**src/rtl/core/sqvg_pkg.sv**
```systemverilog
// shared types, codes and sine table helper for the sprite quad vertex generator
`default_nettype none

package sqvg_pkg;

    // one input word: a sprite
    typedef struct packed {
        logic [15:0]        texture_handle;
        logic signed [23:0] pos_x;
        logic signed [23:0] pos_y;
        logic [23:0]        size_w;
        logic [23:0]        size_h;
        logic [15:0]        angle;
        logic [15:0]        uv_x;
        logic [15:0]        uv_y;
        logic [15:0]        uv_w;
        logic [15:0]        uv_h;
        logic [7:0]         layer;
        logic               flip_y;
    } t_sprite;

    // one output word: a quad corner
    typedef struct packed {
        logic [1:0]         corner;
        logic signed [23:0] vert_x;
        logic signed [23:0] vert_y;
        logic [7:0]         vert_depth;
        logic [16:0]        vert_u;
        logic [16:0]        vert_v;
        logic [3:0]         slot_index;
        logic               slot_overflow;
        logic               last;
    } t_vertex;

    // classified sprite handed from front to back
    typedef struct packed {
        t_sprite    sprite;
        logic [3:0] slot_index;
        logic       slot_overflow;
    } t_job;

    typedef enum logic [1:0] {
        FS_IDLE,
        FS_CMP,
        FS_PUSH
    } t_front_state;

    // corner order around the quad
    localparam logic [1:0] CORNER_BL = 2'd0;
    localparam logic [1:0] CORNER_BR = 2'd1;
    localparam logic [1:0] CORNER_TR = 2'd2;
    localparam logic [1:0] CORNER_TL = 2'd3;

    // angle quadrants
    localparam logic [1:0] QUAD_0 = 2'd0;
    localparam logic [1:0] QUAD_1 = 2'd1;
    localparam logic [1:0] QUAD_2 = 2'd2;
    localparam logic [1:0] QUAD_3 = 2'd3;

    localparam int QUEUE_DEPTH = 2;

    localparam logic [63:0] PI_HALF_Q30 = 64'd1686629713;
    localparam logic [15:0] SINE_MAX    = 16'd32767;

    // taylor series of sin(x), x in q2.30, every term truncated; result q1.15 capped
    function automatic logic [15:0] sine_from_x(input logic [63:0] x);
        logic [63:0] x2;
        logic [63:0] term;
        logic [63:0] acc;
        logic [63:0] v;
        x2   = (x * x) >> 30;
        term = x;
        acc  = x;
        term = ((term * x2) >> 30) / 64'd6;
        acc  = acc - term;
        term = ((term * x2) >> 30) / 64'd20;
        acc  = acc + term;
        term = ((term * x2) >> 30) / 64'd42;
        acc  = acc - term;
        term = ((term * x2) >> 30) / 64'd72;
        acc  = acc + term;
        term = ((term * x2) >> 30) / 64'd110;
        acc  = acc - term;
        term = ((term * x2) >> 30) / 64'd156;
        acc  = acc + term;
        term = ((term * x2) >> 30) / 64'd210;
        acc  = acc - term;
        v    = (acc + 64'd16384) >> 15;
        if (v > 64'd32767) begin
            v = 64'd32767;
        end
        return v[15:0];
    endfunction

endpackage

`default_nettype wire

```
**src/rtl/core/sqvg_queue.sv**
```systemverilog
// short job queue between front and back ends
`default_nettype none

module sqvg_queue (
    input  logic           i_clk,
    input  logic           i_rst_n,
    input  sqvg_pkg::t_job i_job,
    input  logic           i_job_valid,
    output logic           o_job_ready,
    output sqvg_pkg::t_job o_job,
    output logic           o_job_valid,
    input  logic           i_job_ready
);

    localparam int PW = (sqvg_pkg::QUEUE_DEPTH > 1) ? $clog2(sqvg_pkg::QUEUE_DEPTH) : 1;
    localparam int CW = $clog2(sqvg_pkg::QUEUE_DEPTH + 1);

    sqvg_pkg::t_job r_mem [sqvg_pkg::QUEUE_DEPTH];
    logic [PW-1:0]  r_wr_ptr;
    logic [PW-1:0]  r_rd_ptr;
    logic [CW-1:0]  r_count;
    logic           w_push;
    logic           w_pop;

    assign o_job_ready = r_count < CW'(sqvg_pkg::QUEUE_DEPTH);
    assign o_job_valid = r_count != '0;
    assign o_job       = r_mem[r_rd_ptr];
    assign w_push      = i_job_valid && o_job_ready;
    assign w_pop       = o_job_valid && i_job_ready;

    always_ff @(posedge i_clk) begin
        if (!i_rst_n) begin
            r_wr_ptr <= '0;
            r_rd_ptr <= '0;
            r_count  <= '0;
        end else begin
            if (w_push) begin
                r_wr_ptr <= (r_wr_ptr == PW'(sqvg_pkg::QUEUE_DEPTH - 1)) ? '0
                                                                         : r_wr_ptr + PW'(1);
            end
            if (w_pop) begin
                r_rd_ptr <= (r_rd_ptr == PW'(sqvg_pkg::QUEUE_DEPTH - 1)) ? '0
                                                                         : r_rd_ptr + PW'(1);
            end
            if (w_push && !w_pop) begin
                r_count <= r_count + CW'(1);
            end else if (w_pop && !w_push) begin
                r_count <= r_count - CW'(1);
            end
        end
    end

    always_ff @(posedge i_clk) begin
        if (w_push) begin
            r_mem[r_wr_ptr] <= i_job;
        end
    end

endmodule

`default_nettype wire

```
**config.mk**
```make
export PLATFORM = sky130hd
export DESIGN_NAME = sqvg_queue
export DESIGN_NICKNAME = d
export VERILOG_FILES = /design/src/rtl/core/sqvg_pkg.sv /design/src/rtl/core/sqvg_queue.sv
export SDC_FILE = /design/constraint.sdc
export NUM_CORES = 1
export LEC_CHECK = 0
export BUFFER_PORTS_ARGS = -buffer_cell sky130_fd_sc_hd__buf_2
export CORE_ASPECT_RATIO = 0.7
export CORE_MARGIN = 4
export CORE_UTILIZATION = 30
export DETAILED_ROUTE_END_ITERATION = 6
export HOLD_SLACK_MARGIN = 0.08
export PLACE_DENSITY_LB_ADDON = 0.2
export SLEW_MARGIN = 20
export SYNTH_ARGS = -nofsm -noshare
export SYNTH_HDL_FRONTEND = slang
export SYNTH_SLANG_ARGS = --single-unit
export TNS_END_PERCENT = 10
```
**constraint.sdc**
```tcl
create_clock -name i_clk -period 15.5 [get_ports i_clk]
set_input_delay 3.1 -clock i_clk [delete_from_list [all_inputs] [get_ports i_clk]]
set_output_delay 3.1 -clock i_clk [all_outputs]
set_load 0.05 [all_outputs]
```
==> qor.yml <==
die_w_um: 281
worst_clock_skew_ns: 0.0128
ir_drop_mv: 0.113
grtUsageTotal_pct: 11.6
ys.flop_type: "edfxtp_1"
maxSlewViolCount: 0
worst_pin_slew_ns: 0.975
row_count: 69
power_density_nw_per_um2: 192
clock_latency_ns: 0.54
synth_top_family_by_area: "multiplexers"
initial_core_util_pct: 30.6
cp-start-kind: "flip-flop"
antenna_found_initial: 6
min-delay-start: "r_count[1]$_SDFFE_PN0P_"
clk_pin_slew_worst_paths_ns: 0.05
grt_pass1_vias: 7954
power_switching_uw: 1410
fin_nets: 1323
final_layout_size_suffix_gt1_share_pct: 60.7
coreArea_sq_um: 51200
first_pass_iters: 4
grt_overflow: 0
final_antenna_net_count: 0
path_class: "reg -> out"
synth_nets: 875
grt_max_degree: 70
max_stage_delay_ns: 0.80
final_hold_viol_count: 0
cts.path.max_buffers: 3
rsz0062_at_grt: "no"
cts_tree: "yes"
num_vias: 7686
dieArea_sq_um: 56000
yosysTopAreaCellShare_pct: 79.0
synthAdderAreaFrac_pct: 0.0799
post_drt_wl_per_cell_um: 18.8
synth_mux_area_share_pct: 18.2
setup_violations: 0
cts.sinks: 417
grt_pass1_wl_um: 49400
cp_cell_sequence: "buf_4 > buf_4 > mux2_4 > buf_2"
cap_violations: 0
cp_data_arrival_time_ns: 3.58
dp.cells: 1742
synth-seq-cells: 417
cts-htree-levels: 2
synth_edf_count: 412
combPwrFrac_pct: 35.8
r2r-start: "r_count[1]$_SDFFE_PN0P_"
crit_path_end_kind: "output port"
synthSimpleGateAreaFrac_pct: 0.359
fin_util_pct: 38.6
crit_slowest_cell: "buf_4"
outcome: "finished, final reports clean"
via_per_inst: 4.23
synth_cell_types: 18
p_seq_share_pct: 38.9
fin_cells: 1819
crit_fanout: 50
yosys_warnings: 0
p_leak_uw: 0.00750
pwr-share-clk_pct: 25.3
synthTopCellsByArea: "edfxtp_1 79%, mux2_4 13%, mux2_2 4.7%, buf_6 1.2%, dfxtp_1 0.64%"
swShare_pct: 37.1
maxSlewHeadroom_pct: 35.0
setup_tns_ns: 0
power.internal_uw: 2380
cts_setup_buffers: 0
seq_area_frac_synth_pct: 79.6
worst_hold_slack_ns: 0.557
drc: 0
area_delta_synth_final_pct: 26.2
yosysTopAreaCell: "edfxtp_1"
synth_xor_area_share_pct: 0.168
hpwl_um: 23700
io_buffers: 417
ios: 418
ctsHoldBuffers: 0
synthCells: 664
routed_wl_um: 34200
synth_most_common_cell: "edfxtp_1"
synth_compound_area_share_pct: 0.160
ys_async_sr_fraction_pct: 0
cp_common_cell: "buf_4"
cts_resized: 0
hold_class: "reg -> reg"
period_minus_slack_ns: 6.68
fmax_mhz: 150
min_period_over_period_pct: 43.1
synth_area_sq_um: 15700
cts_made_buffers: 42
die_h_um: 199
yosys-top-cells-count: "412 x edfxtp_1, 140 x mux2_4, 66 x mux2_2"
drtIter0Drc: 275
cts-root-buf: "clkbuf_16"
gp_congestion: 0.720
syn_avg_cell_area_sq_um: 23.6
required_ns: 12.40
==> layout make-up <==
class,count,area [sq um]
clock inverter,21,179
tap,674,843
sequential,417,12500
clock buffer,53,1110
multi-input combinational,223,2980
fill,4726,31400
antenna,3,7.51
timing repair buffer,427,2160
inverter,1,3.75
==> metal layers <==
layer,track usage [%],vias to the layer above,routed length [um]
met5,0,-,53
met4,3.34,10,699
met3,4.34,65,2620
met2,19.4,227,16800
met1,14.1,3828,14100
li1,-,3556,-
==> critical path, delay by kind of cell, from the launching register on <==
family / cells / cell delay (ns)
DFF: 1 / 0.76
muxes: 1 / 0.36
buffers and inverters: 3 / 1.77
==> power groups by stage <==
stage	logic, uW	registers (uW)	clock network [uW]
after detailed placement	1380	1500	0
after floorplan	1120	1520	0
after CTS	1380	1480	1000
final	1360	1470	960
after global routing	1420	1490	1050
after global placement	1380	1500	0
==> registers in the layout, indices dropped and copies added, names as in the netlist, named ones only <==
name,count
r_mem,412
r_count,2
r_rd_ptr,1
r_wr_ptr,1
==> placed cells by master, fill, tap and decap left out, drive strengths merged <==
master / instances
a21boi: 1
and2: 4
buf: 427
bufinv: 3
clkbuf: 53
clkinv: 15
clkinvlp: 2
dfxtp: 5
diode: 3
edfxtp: 412
ha: 1
inv: 2
mux2: 206
nor2b: 3
o21a: 1
o21ai: 2
or2: 1
or3: 1
xnor2: 2
xor2: 1
==> cells by family (layout without fill, tap and decap cells) <==
family	Yosys count	count (layout)
buffers and inverters	24	502
XOR/XNOR	3	3
flip-flops	417	417
other	0	3
adder cells (fa/ha/maj)	1	1
multiplexers	206	206
AO/OA/AOI/OAI	4	4
AND/OR/NAND/NOR	9	9
==> final timing paths <==
check,to,slack (ns),cells past startpoint
max reg2reg,r_mem[0][109]$_DFFE_PP_,12.16,4
min reg2reg,r_count[1]$_SDFFE_PN0P_,0.56,2
max,o_job[114],8.82,4
min,r_count[1]$_SDFFE_PN0P_,0.56,2
==> stage by stage <==
| step | worst slack (ns) | power, uW | cell area, sq um |
|---|---|---|---|
| after floorplan | 2.30 | 2650 | 15700 |
| after global placement | 9.27 | 2870 | 18500 |
| after detailed placement | 9.25 | 2880 | 18500 |
| after CTS | 8.71 | 3860 | 19800 |
| after global routing | 8.60 | 3960 | 19800 |
| final | 8.82 | 3790 | 19800 |
Power figures use the tool's default switching activity.
