### src/rtl/core/sqvg_pkg.sv
// shared types, codes and sine table helper for the sprite quad vertex generator
`default_nettype none

package sqvg_pkg;

    // one input word: a sprite
    typedef struct packed {
        logic [15:0]        texture_handle;
        logic signed [23:0] pos_x;
        logic signed [23:0] pos_y;
        logic [23:0]        size_w;
        logic [23:0]        size_h;
        logic [15:0]        angle;
        logic [15:0]        uv_x;
        logic [15:0]        uv_y;
        logic [15:0]        uv_w;
        logic [15:0]        uv_h;
        logic [7:0]         layer;
        logic               flip_y;
    } t_sprite;

    // one output word: a quad corner
    typedef struct packed {
        logic [1:0]         corner;
        logic signed [23:0] vert_x;
        logic signed [23:0] vert_y;
        logic [7:0]         vert_depth;
        logic [16:0]        vert_u;
        logic [16:0]        vert_v;
        logic [3:0]         slot_index;
        logic               slot_overflow;
        logic               last;
    } t_vertex;

    // classified sprite handed from front to back
    typedef struct packed {
        t_sprite    sprite;
        logic [3:0] slot_index;
        logic       slot_overflow;
    } t_job;

    typedef enum logic [1:0] {
        FS_IDLE,
        FS_CMP,
        FS_PUSH
    } t_front_state;

    // corner order around the quad
    localparam logic [1:0] CORNER_BL = 2'd0;
    localparam logic [1:0] CORNER_BR = 2'd1;
    localparam logic [1:0] CORNER_TR = 2'd2;
    localparam logic [1:0] CORNER_TL = 2'd3;

    // angle quadrants
    localparam logic [1:0] QUAD_0 = 2'd0;
    localparam logic [1:0] QUAD_1 = 2'd1;
    localparam logic [1:0] QUAD_2 = 2'd2;
    localparam logic [1:0] QUAD_3 = 2'd3;

    localparam int QUEUE_DEPTH = 2;

    localparam logic [63:0] PI_HALF_Q30 = 64'd1686629713;
    localparam logic [15:0] SINE_MAX    = 16'd32767;

    // taylor series of sin(x), x in q2.30, every term truncated; result q1.15 capped
    function automatic logic [15:0] sine_from_x(input logic [63:0] x);
        logic [63:0] x2;
        logic [63:0] term;
        logic [63:0] acc;
        logic [63:0] v;
        x2   = (x * x) >> 30;
        term = x;
        acc  = x;
        term = ((term * x2) >> 30) / 64'd6;
        acc  = acc - term;
        term = ((term * x2) >> 30) / 64'd20;
        acc  = acc + term;
        term = ((term * x2) >> 30) / 64'd42;
        acc  = acc - term;
        term = ((term * x2) >> 30) / 64'd72;
        acc  = acc + term;
        term = ((term * x2) >> 30) / 64'd110;
        acc  = acc - term;
        term = ((term * x2) >> 30) / 64'd156;
        acc  = acc + term;
        term = ((term * x2) >> 30) / 64'd210;
        acc  = acc - term;
        v    = (acc + 64'd16384) >> 15;
        if (v > 64'd32767) begin
            v = 64'd32767;
        end
        return v[15:0];
    endfunction

endpackage

`default_nettype wire

### src/rtl/core/sqvg_front.sv
// front end: config register, handle substitution and texture slot lookup
`default_nettype none

module sqvg_front #(
    parameter int TEXTURE_SLOTS = 16
) (
    input  logic              i_clk,
    input  logic              i_rst_n,
    input  logic [15:0]       i_cfg_data,
    input  logic              i_cfg_valid,
    output logic              o_cfg_ready,
    input  sqvg_pkg::t_sprite i_sprite,
    input  logic              i_sprite_valid,
    output logic              o_sprite_ready,
    output sqvg_pkg::t_job    o_job,
    output logic              o_job_valid,
    input  logic              i_job_ready
);

    localparam int SW = (TEXTURE_SLOTS > 1) ? $clog2(TEXTURE_SLOTS) : 1;
    localparam int UW = $clog2(TEXTURE_SLOTS + 1);

    sqvg_pkg::t_front_state r_state;
    sqvg_pkg::t_front_state n_state;

    logic [15:0]              r_default;
    sqvg_pkg::t_sprite        r_sprite;
    sqvg_pkg::t_sprite        n_sprite;
    logic [15:0]              r_slot_handles [TEXTURE_SLOTS];
    logic [UW-1:0]            r_slots_used;
    logic [TEXTURE_SLOTS-1:0] r_match;
    logic [TEXTURE_SLOTS-1:0] w_match;

    logic          w_accept;
    logic          w_push;
    logic          w_found;
    logic [SW-1:0] w_hit_idx;
    logic          w_room;
    logic [SW-1:0] w_slot;
    logic [SW+3:0] w_slot_ext;
    logic          w_ovf;
    logic          w_store;

    assign o_cfg_ready = 1'b1;
    assign w_accept    = i_sprite_valid && o_sprite_ready;
    assign w_push      = o_job_valid && i_job_ready;

    // next state
    always_comb begin
        n_state = r_state;
        unique case (r_state)
            sqvg_pkg::FS_IDLE: begin
                if (i_sprite_valid) begin
                    n_state = sqvg_pkg::FS_CMP;
                end
            end
            sqvg_pkg::FS_CMP: begin
                n_state = sqvg_pkg::FS_PUSH;
            end
            sqvg_pkg::FS_PUSH: begin
                if (i_job_ready) begin
                    n_state = sqvg_pkg::FS_IDLE;
                end
            end
            default: begin
                n_state = sqvg_pkg::FS_IDLE;
            end
        endcase
    end

    // state outputs
    always_comb begin
        o_sprite_ready = 1'b0;
        o_job_valid    = 1'b0;
        unique case (r_state)
            sqvg_pkg::FS_IDLE: o_sprite_ready = 1'b1;
            sqvg_pkg::FS_CMP:  o_sprite_ready = 1'b0;
            sqvg_pkg::FS_PUSH: o_job_valid    = 1'b1;
            default:           o_sprite_ready = 1'b0;
        endcase
    end

    // zero handle takes the default
    always_comb begin
        n_sprite = i_sprite;
        if (i_sprite.texture_handle == 16'd0) begin
            n_sprite.texture_handle = r_default;
        end
    end

    // compare against occupied slots only
    always_comb begin
        for (int i = 0; i < TEXTURE_SLOTS; i++) begin
            w_match[i] = (r_slot_handles[i] == r_sprite.texture_handle) &&
                         (UW'(i) < r_slots_used);
        end
    end

    // lowest matching slot wins
    always_comb begin
        w_found   = 1'b0;
        w_hit_idx = '0;
        for (int i = TEXTURE_SLOTS - 1; i >= 0; i--) begin
            if (r_match[i]) begin
                w_found   = 1'b1;
                w_hit_idx = SW'(i);
            end
        end
    end

    assign w_room     = r_slots_used < UW'(TEXTURE_SLOTS);
    assign w_slot     = w_found ? w_hit_idx : (w_room ? r_slots_used[SW-1:0] : '0);
    assign w_ovf      = !w_found && !w_room;
    assign w_store    = w_push && !w_found && w_room;
    assign w_slot_ext = {4'd0, w_slot};

    always_comb begin
        o_job.sprite        = r_sprite;
        o_job.slot_index    = w_slot_ext[3:0];
        o_job.slot_overflow = w_ovf;
    end

    always_ff @(posedge i_clk) begin
        if (!i_rst_n) begin
            r_state      <= sqvg_pkg::FS_IDLE;
            r_default    <= 16'd1;
            r_slots_used <= '0;
        end else begin
            r_state <= n_state;
            if (i_cfg_valid) begin
                r_default <= i_cfg_data;
            end
            if (w_store) begin
                r_slots_used <= r_slots_used + UW'(1);
            end
        end
    end

    always_ff @(posedge i_clk) begin
        if (w_accept) begin
            r_sprite <= n_sprite;
        end
        if (r_state == sqvg_pkg::FS_CMP) begin
            r_match <= w_match;
        end
        if (w_store) begin
            r_slot_handles[r_slots_used[SW-1:0]] <= r_sprite.texture_handle;
        end
    end

endmodule

`default_nettype wire

### config.mk
export PLATFORM = sky130hd
export DESIGN_NAME = sqvg_front
export DESIGN_NICKNAME = d
export VERILOG_FILES = /design/src/rtl/core/sqvg_pkg.sv /design/src/rtl/core/sqvg_front.sv
export SDC_FILE = /design/constraint.sdc
export NUM_CORES = 1
export LEC_CHECK = 0
export BUFFER_PORTS_ARGS = -buffer_cell sky130_fd_sc_hd__buf_2
export CAP_MARGIN = 15
export CELL_PAD_IN_SITES_DETAIL_PLACEMENT = 1
export CELL_PAD_IN_SITES_GLOBAL_PLACEMENT = 1
export CORE_MARGIN = 1
export CORE_UTILIZATION = 45
export CTS_CLUSTER_DIAMETER = 150
export DETAILED_ROUTE_END_ITERATION = 12
export PLACE_DENSITY = 0.76
export SLEW_MARGIN = 40
export SYNTH_ARGS = -nofsm -noshare
export SYNTH_HDL_FRONTEND = slang
export SYNTH_SLANG_ARGS = --single-unit
### constraint.sdc
create_clock -name i_clk -period 7.3 [get_ports i_clk]
set_input_delay 1.095 -clock i_clk [delete_from_list [all_inputs] [get_ports i_clk]]
set_output_delay 1.095 -clock i_clk [all_outputs]
set_load 0.05 [all_outputs]
==> flow_metrics.py, run 1 <==
metrics = {
    "cts": {
        "path_clk_slew_ns": 0.06,
        "clk_latency_ns": 0.60,
        "cts_inserted_buffers": 50,
        "cts_root_buffer": "clkbuf_16",
        "cts_tree": "yes",
        "htreeDepth": 2,
        "post-cts-setup-buffers": 0,
        "cts_buffer_depth": 3,
        "clock-sinks": 496,
        "ctsResizeCount": 0,
        "cts_hold_buf": 0,
    },
    "critical_path": {
        "critPathArrivalTime_ns": 2.28,
        "setup.worst_path.end_class": "output pin",
        "start_kind": "flip-flop",
        "slowest_stage": "edfxtp_1",
        "crit_path_cell_trace": "nor4_4 > nand4_4 > o31ai_1 > buf_2",
        "cp.required_ns": 6.20,
        "path_delay_family": "simple AND/OR/NAND/NOR gates",
        "critPathKind": "flip-flop to output pin",
        "critPathBufInv": 1,
        "path_max_fanout": 7,
        "max_stage_delay_ns": 0.46,
    },
    "die": {
        "ios": 431,
        "die_x_um": 206.1,
        "initial_utilization_pct": 45.81,
        "die_h_um": 206.1,
        "die-area_mm2": 0.04249,
        "core-area_mm2": 0.04092,
        "rows": 74,
    },
    "run": {
        "drv_cap": 0,
    },
    "run_status": {
        "status": "completed",
    },
    "timing": {
        "post-route-worst-setup-slack_ns": 3.922,
        "tightest_slew_ns": 0.8152,
        "skew_ns": 0.02818,
        "finalMaxSlewViolations": 0,
        "maxSlewHeadroom_pct": 45.58,
        "fmax_mhz": 296.0,
        "report.final.hold_viol_count": 0,
        "layout_worst_path_cycle_share_pct": 46.28,
        "finalSetupTns_ns": 0,
        "final-setup-viol-count": 0,
        "period_minus_slack_ns": 3.378,
        "rsz0062_at_grt": "false",
    },
    "synth": {
        "synth_top_area_share_pct": 75.76,
        "yosysTopAreaCell": "edfxtp_1",
        "ys.flop_type": "edfxtp_1",
        "yosys_warnings": 0,
        "ys_seq_area_share_pct": 78.21,
        "synth-seq-cells": 496,
        "yosys-top-cells-area": "edfxtp_1, xor2_1, xnor2_1, dfxtp_1, nor4_1",
        "synth-async-reset-ratio_pct": 0,
        "synth_nets": 1274,
        "syn_area_per_cell_um2": 17.89,
        "netlist_area_mm2": 0.01875,
        "synth.distinct_cells": 41,
        "synth_edf_count": 473,
        "netlist_instances": 1048,
    },
    "cells_and_area": {
        "final_cell_mix": "edfxtp_1, buf_2, xor2_1, xnor2_1, nor4_1",
        "area_growth_pct": 23.70,
        "nets": 1731,
        "layout-drive-gt1-share_pct": 34.91,
        "final_common_cell": "edfxtp_1",
        "fin_area_mm2": 0.02319,
    },
    "placement": {
        "place_ws_ns": 4.224,
        "dpl_cell_area_mm2": 0.02159,
        "io_buffers": 429,
        "place_congestion": 0.8298,
        "dp_hpwl_um": 38770,
    },
    "global_routing": {
        "top_usage_layer": "met2",
        "grt_use_total_pct": 26.02,
        "antenna_found_initial": 21,
        "groute.layer.met2.usage_pct": 41.20,
        "use_met1_pct": 33.11,
        "gr-usage-met3_pct": 8.594,
        "overflow": 0,
        "grt_pass1_wl_um": 77560,
        "grt_max_degree": 162,
        "first_global_vias": 11400,
    },
    "route": {
        "via_per_inst": 5.270,
        "drc_errors": 0,
        "drt_iter0_markers": 750,
        "first_pass_iters": 4,
        "wl_um": 56000,
        "wl_per_cell_um": 26.94,
        "vias": 10960,
        "postRouteAntennaNets": 0,
    },
    "pwr": {
        "irDropWorstVdd_mv": 0.2712,
        "p_sw_share_pct": 25.38,
        "p_switching_mw": 1.626,
        "clkPwrFrac_pct": 38.5,
        "internal_power_mw": 4.779,
        "seqPwrFrac_pct": 51.0,
        "p_leak_nw": 8.571,
        "p_comb_share_pct": 10.5,
        "powerDensity_mw_per_mm2": 276.1,
    },
    "min_path": {
        "hp-class": "flip-flop to flip-flop",
    },
}
==> final cells by class <==
cell class	instances	area, um^2
antenna	3	7.507
clock buffer	58	1281
clock inverter	33	271.5
fill	3947	17730
inverter	7	26.28
multi-input combinational	500	3938
sequential	496	14670
tap	532	665.6
timing repair buffer	450	2337
==> cell families (layout without fill, tap and decap cells) <==
| kind of cell | count (synthesis) | in the layout | synth area share (%) |
|---|---|---|---|
| compound gates | 49 | 49 | 1.802 |
| xor+xnor | 259 | 259 | 12.10 |
| fa+ha+maj | 4 | 4 | 0.2669 |
| buf+inv | 52 | 548 | 1.241 |
| flops | 496 | 496 | 78.21 |
| mux | 16 | 16 | 0.8542 |
| other cells | 1 | 4 | 0.02000 |
| simple gates | 171 | 171 | 5.506 |
==> cell usage after synthesis (2+ instances only) <==
cell / count
a211oi_1: 6
a21o_1: 17
a21oi_1: 6
a31oi_1: 2
and2_1: 4
buf_2: 18
buf_4: 2
clkbuf_1: 24
dfxtp_1: 23
edfxtp_1: 473
ha_1: 4
inv_1: 7
mux2i_1: 16
nand2_1: 12
nand2b_1: 4
nand3_1: 10
nand4_1: 21
nor2_1: 24
nor2b_1: 18
nor3_1: 14
nor4_1: 54
nor4_4: 4
o21a_1: 2
o21ai_0: 7
o31ai_1: 3
xnor2_1: 60
xor2_1: 199
==> worst min-delay path, delay by kind of cell, from the launching register on <==
family / cells / cell delay [ns]
AND/OR/NAND/NOR: 1 / 0.06
flip-flops: 1 / 0.34
multiplexers: 1 / 0.07
==> registers in the layout, indices dropped and copies added, names as in the netlist <==
name / flops
r_slot_handles: 256
r_state: 2
r_default: 16
r_slots_used: 5
o_job: 201
r_match: 16
==> per-layer routing <==
metal  vias up  routed length (um)
met3       117                4770
met2       454               26970
met1      5534               22150
met4        32                1896
met5         -                 218
li1       4819                   -
==> final timing paths <==
path	from	to	slack [ns]	depth (start not counted)
worst min-delay path	r_default[0]	r_default[0]	0.50	2
worst min register to register	r_default[0]	r_default[0]	0.50	2
worst max-delay path	r_match[11]	o_job[2]	3.92	4
worst max register to register	r_match[11]	r_slot_handles[14][7]	4.50	5
==> power by group through the flow <==
stage / clock (mW) / sequential [mW] / combinational (mW)
5_1_grt: 2.59 / 3.27 / 0.696
3_3_place_gp: 0 / 3.32 / 0.653
6_report: 2.47 / 3.27 / 0.669
3_5_place_dp: 0 / 3.33 / 0.669
2_1_floorplan: 0 / 3.60 / 0.156
4_1_cts: 2.51 / 3.27 / 0.672
==> metrics by stage <==
step / util [%] / cells / hold slack (ns) / total power [mW]
4_1_cts: 56.55 / 2075 / 0.5040 / 6.452
3_5_place_dp: 52.75 / 1984 / 0.4869 / 3.997
5_1_grt: 56.65 / 2076 / 0.5167 / 6.562
3_3_place_gp: 52.64 / 1984 / 0.4692 / 3.976
6_report: 56.67 / 2079 / 0.4968 / 6.404
2_1_floorplan: - / 1048 / 0.4424 / 3.759
(Power assumes the default switching activity.)
==> inputs of run 2 (changes only) <==
- clock period: 7.3 -> 3.3 ns (I/O delays scaled with it)
==> flow_metrics.py, run 2 (same netlist as run 1, synthesis figures left out) <==
metrics = {
    "route": {
        "wl_per_cell_um": 27.49,
        "drc_errors": 0,
        "wl_um": 58280,
        "postRouteAntennaNets": 0,
        "drt_iter0_markers": 891,
        "via_per_inst": 5.410,
        "vias": 11470,
        "first_pass_iters": 5,
    },
    "cells_and_area": {
        "final_common_cell": "edfxtp_1",
        "final_cell_mix": "edfxtp_1, buf_2, xor2_1, xnor2_1, buf_4",
        "fill_cells": 3893,
        "final_cells": 2120,
        "area_growth_pct": 26.11,
        "layout-drive-gt1-share_pct": 36.11,
        "largest_reg_flops": 256,
        "nets": 1775,
    },
    "pwr": {
        "p_sw_share_pct": 25.07,
        "p_comb_share_pct": 10.5,
        "total_power_mw": 14.63,
        "clkPwrFrac_pct": 39.9,
        "seqPwrFrac_pct": 49.6,
        "irDropWorstVdd_mv": 0.7329,
        "internal_power_mw": 10.96,
        "powerDensity_mw_per_mm2": 618.6,
        "p_leak_nw": 8.901,
        "p_switching_mw": 3.667,
    },
    "die": {
        "die-area_mm2": 0.04249,
        "rows": 74,
        "ios": 431,
        "die_h_um": 206.1,
        "die_x_um": 206.1,
        "core-area_mm2": 0.04092,
        "initial_utilization_pct": 45.81,
    },
    "timing": {
        "tightest_slew_ns": 0.7711,
        "layout_worst_path_cycle_share_pct": 90.40,
        "period_minus_slack_ns": 2.983,
        "rsz0062_at_grt": "false",
        "report.final.hold_viol_count": 0,
        "maxSlewHeadroom_pct": 48.59,
        "final-setup-viol-count": 0,
        "finalSetupTns_ns": 0,
        "skew_ns": 0.02585,
        "finalMaxSlewViolations": 0,
        "fmax_mhz": 335.2,
    },
    "run_status": {
        "status": "completed",
    },
    "cts": {
        "cts_hold_buf": 0,
        "post-cts-setup-buffers": 0,
        "htreeDepth": 2,
        "cts_tree": "yes",
        "cts_root_buffer": "clkbuf_16",
        "path_clk_slew_ns": 0.06,
        "cts_buffer_depth": 3,
        "clock-sinks": 496,
        "ctsResizeCount": 0,
        "clk_latency_ns": 0.59,
        "cts_inserted_buffers": 52,
    },
    "critical_path": {
        "r2r.worst_path.cells": 4,
        "critPathKind": "flip-flop to output pin",
        "r2r_start": "r_match[14]",
        "start_kind": "flip-flop",
        "ff2ff_setup_slack_ns": 0.80,
        "cp.required_ns": 2.80,
        "critPathArrivalTime_ns": 2.49,
        "rr_endpoint": "r_slot_handles[15][6]",
        "path_max_fanout": 3,
        "setup.worst_path.end_class": "output pin",
    },
    "global_routing": {
        "antenna_found_initial": 15,
        "grt_use_total_pct": 27.27,
        "first_global_vias": 11960,
        "overflow": 0,
        "grt_pass1_wl_um": 81010,
        "grt_max_degree": 42,
    },
    "min_path": {
        "worstHoldStart": "i_sprite[123]",
        "hp-class": "input pin to flip-flop",
        "worstHoldPathCells": 1,
        "holdPathEnd": "o_job[128]",
    },
    "run": {
        "drv_cap": 0,
    },
    "placement": {
        "io_buffers": 429,
        "dp_cells": 2027,
        "place_congestion": 0.9230,
        "dp_hpwl_um": 42490,
    },
}
## run 2: cell types whose count changed in the layout (fill, tap and decap cells not counted), moves of 4 or more
cell	change
buf_4	+36
nor2_1	+9
buf_12	+7
nor2_2	-6
clkbuf_16	+4
clkinv_1	-4
nor3_2	+4
nor3_4	-4
## run 2: through the flow
stage / setup slack [ns] / cell area (um^2) / hold WS (ns) / utilization, %
after floorplan: 0.05428 / 18760 / 0.4424 / -
after global placement: 0.9146 / 21950 / 0.4910 / 53.64
after detailed placement: 0.8287 / 21950 / 0.4795 / 53.64
after CTS: 0.3341 / 23640 / 0.04912 / 57.77
after global routing: 0.1724 / 23640 / 0.05494 / 57.77
final: 0.3169 / 23640 / 0.07847 / 57.77
## run 2: worst max-delay path: stages, from the launching register on
cell and delay [ns]:
edfxtp_1 0.48, o31a_1 0.36, o31ai_1 0.30, o311ai_0 0.27, o31ai_1 0.15, buf_2 0.34
## run 2: how the worst max path moves through the flow
stage | from | end | slack [ns] | cells after the start
after global routing | r_match[13] | o_job[2] | 0.17 | 5
final | r_match[13] | o_job[2] | 0.32 | 5
after detailed placement | r_match[14] | r_slot_handles[15][3] | 0.83 | 4
after CTS | r_match[13] | o_job[2] | 0.33 | 5
after floorplan | r_state[1] | r_slot_handles[0][0] | 0.05 | 5
after global placement | r_match[11] | r_slot_handles[15][4] | 0.91 | 4
## run 2: layout make-up
class | instances | area [um^2] | share of cell area, %
diodes | 1 | 2.502 | 0.01058
clock buffers | 68 | 1434 | 6.064
clock inverters | 24 | 256.5 | 1.085
inverters | 7 | 26.28 | 0.1111
multi-input cells | 500 | 3875 | 16.39
flip-flops and latches | 496 | 14660 | 62.02
well taps | 532 | 665.6 | 2.815
repair buffers | 492 | 2720 | 11.50
## run 2: power groups by stage
| stage | logic (mW) | clock network, mW | registers [mW] |
|---|---|---|---|
| after floorplan | 0.346 | 0 | 7.94 |
| after global placement | 1.49 | 0 | 7.37 |
| after detailed placement | 1.53 | 0 | 7.38 |
| after CTS | 1.54 | 5.93 | 7.25 |
| after global routing | 1.59 | 6.14 | 7.26 |
| final | 1.53 | 5.84 | 7.25 |
## run 2: layer usage
layer  GRT usage, %  up-vias  share of wire [%]
li1               -     4899                  -
met1          35.69     5898                 39
met2          43.22      521                 48
met3          7.222      130                8.4
met4          11.16       22                4.0
met5              0        -               0.24
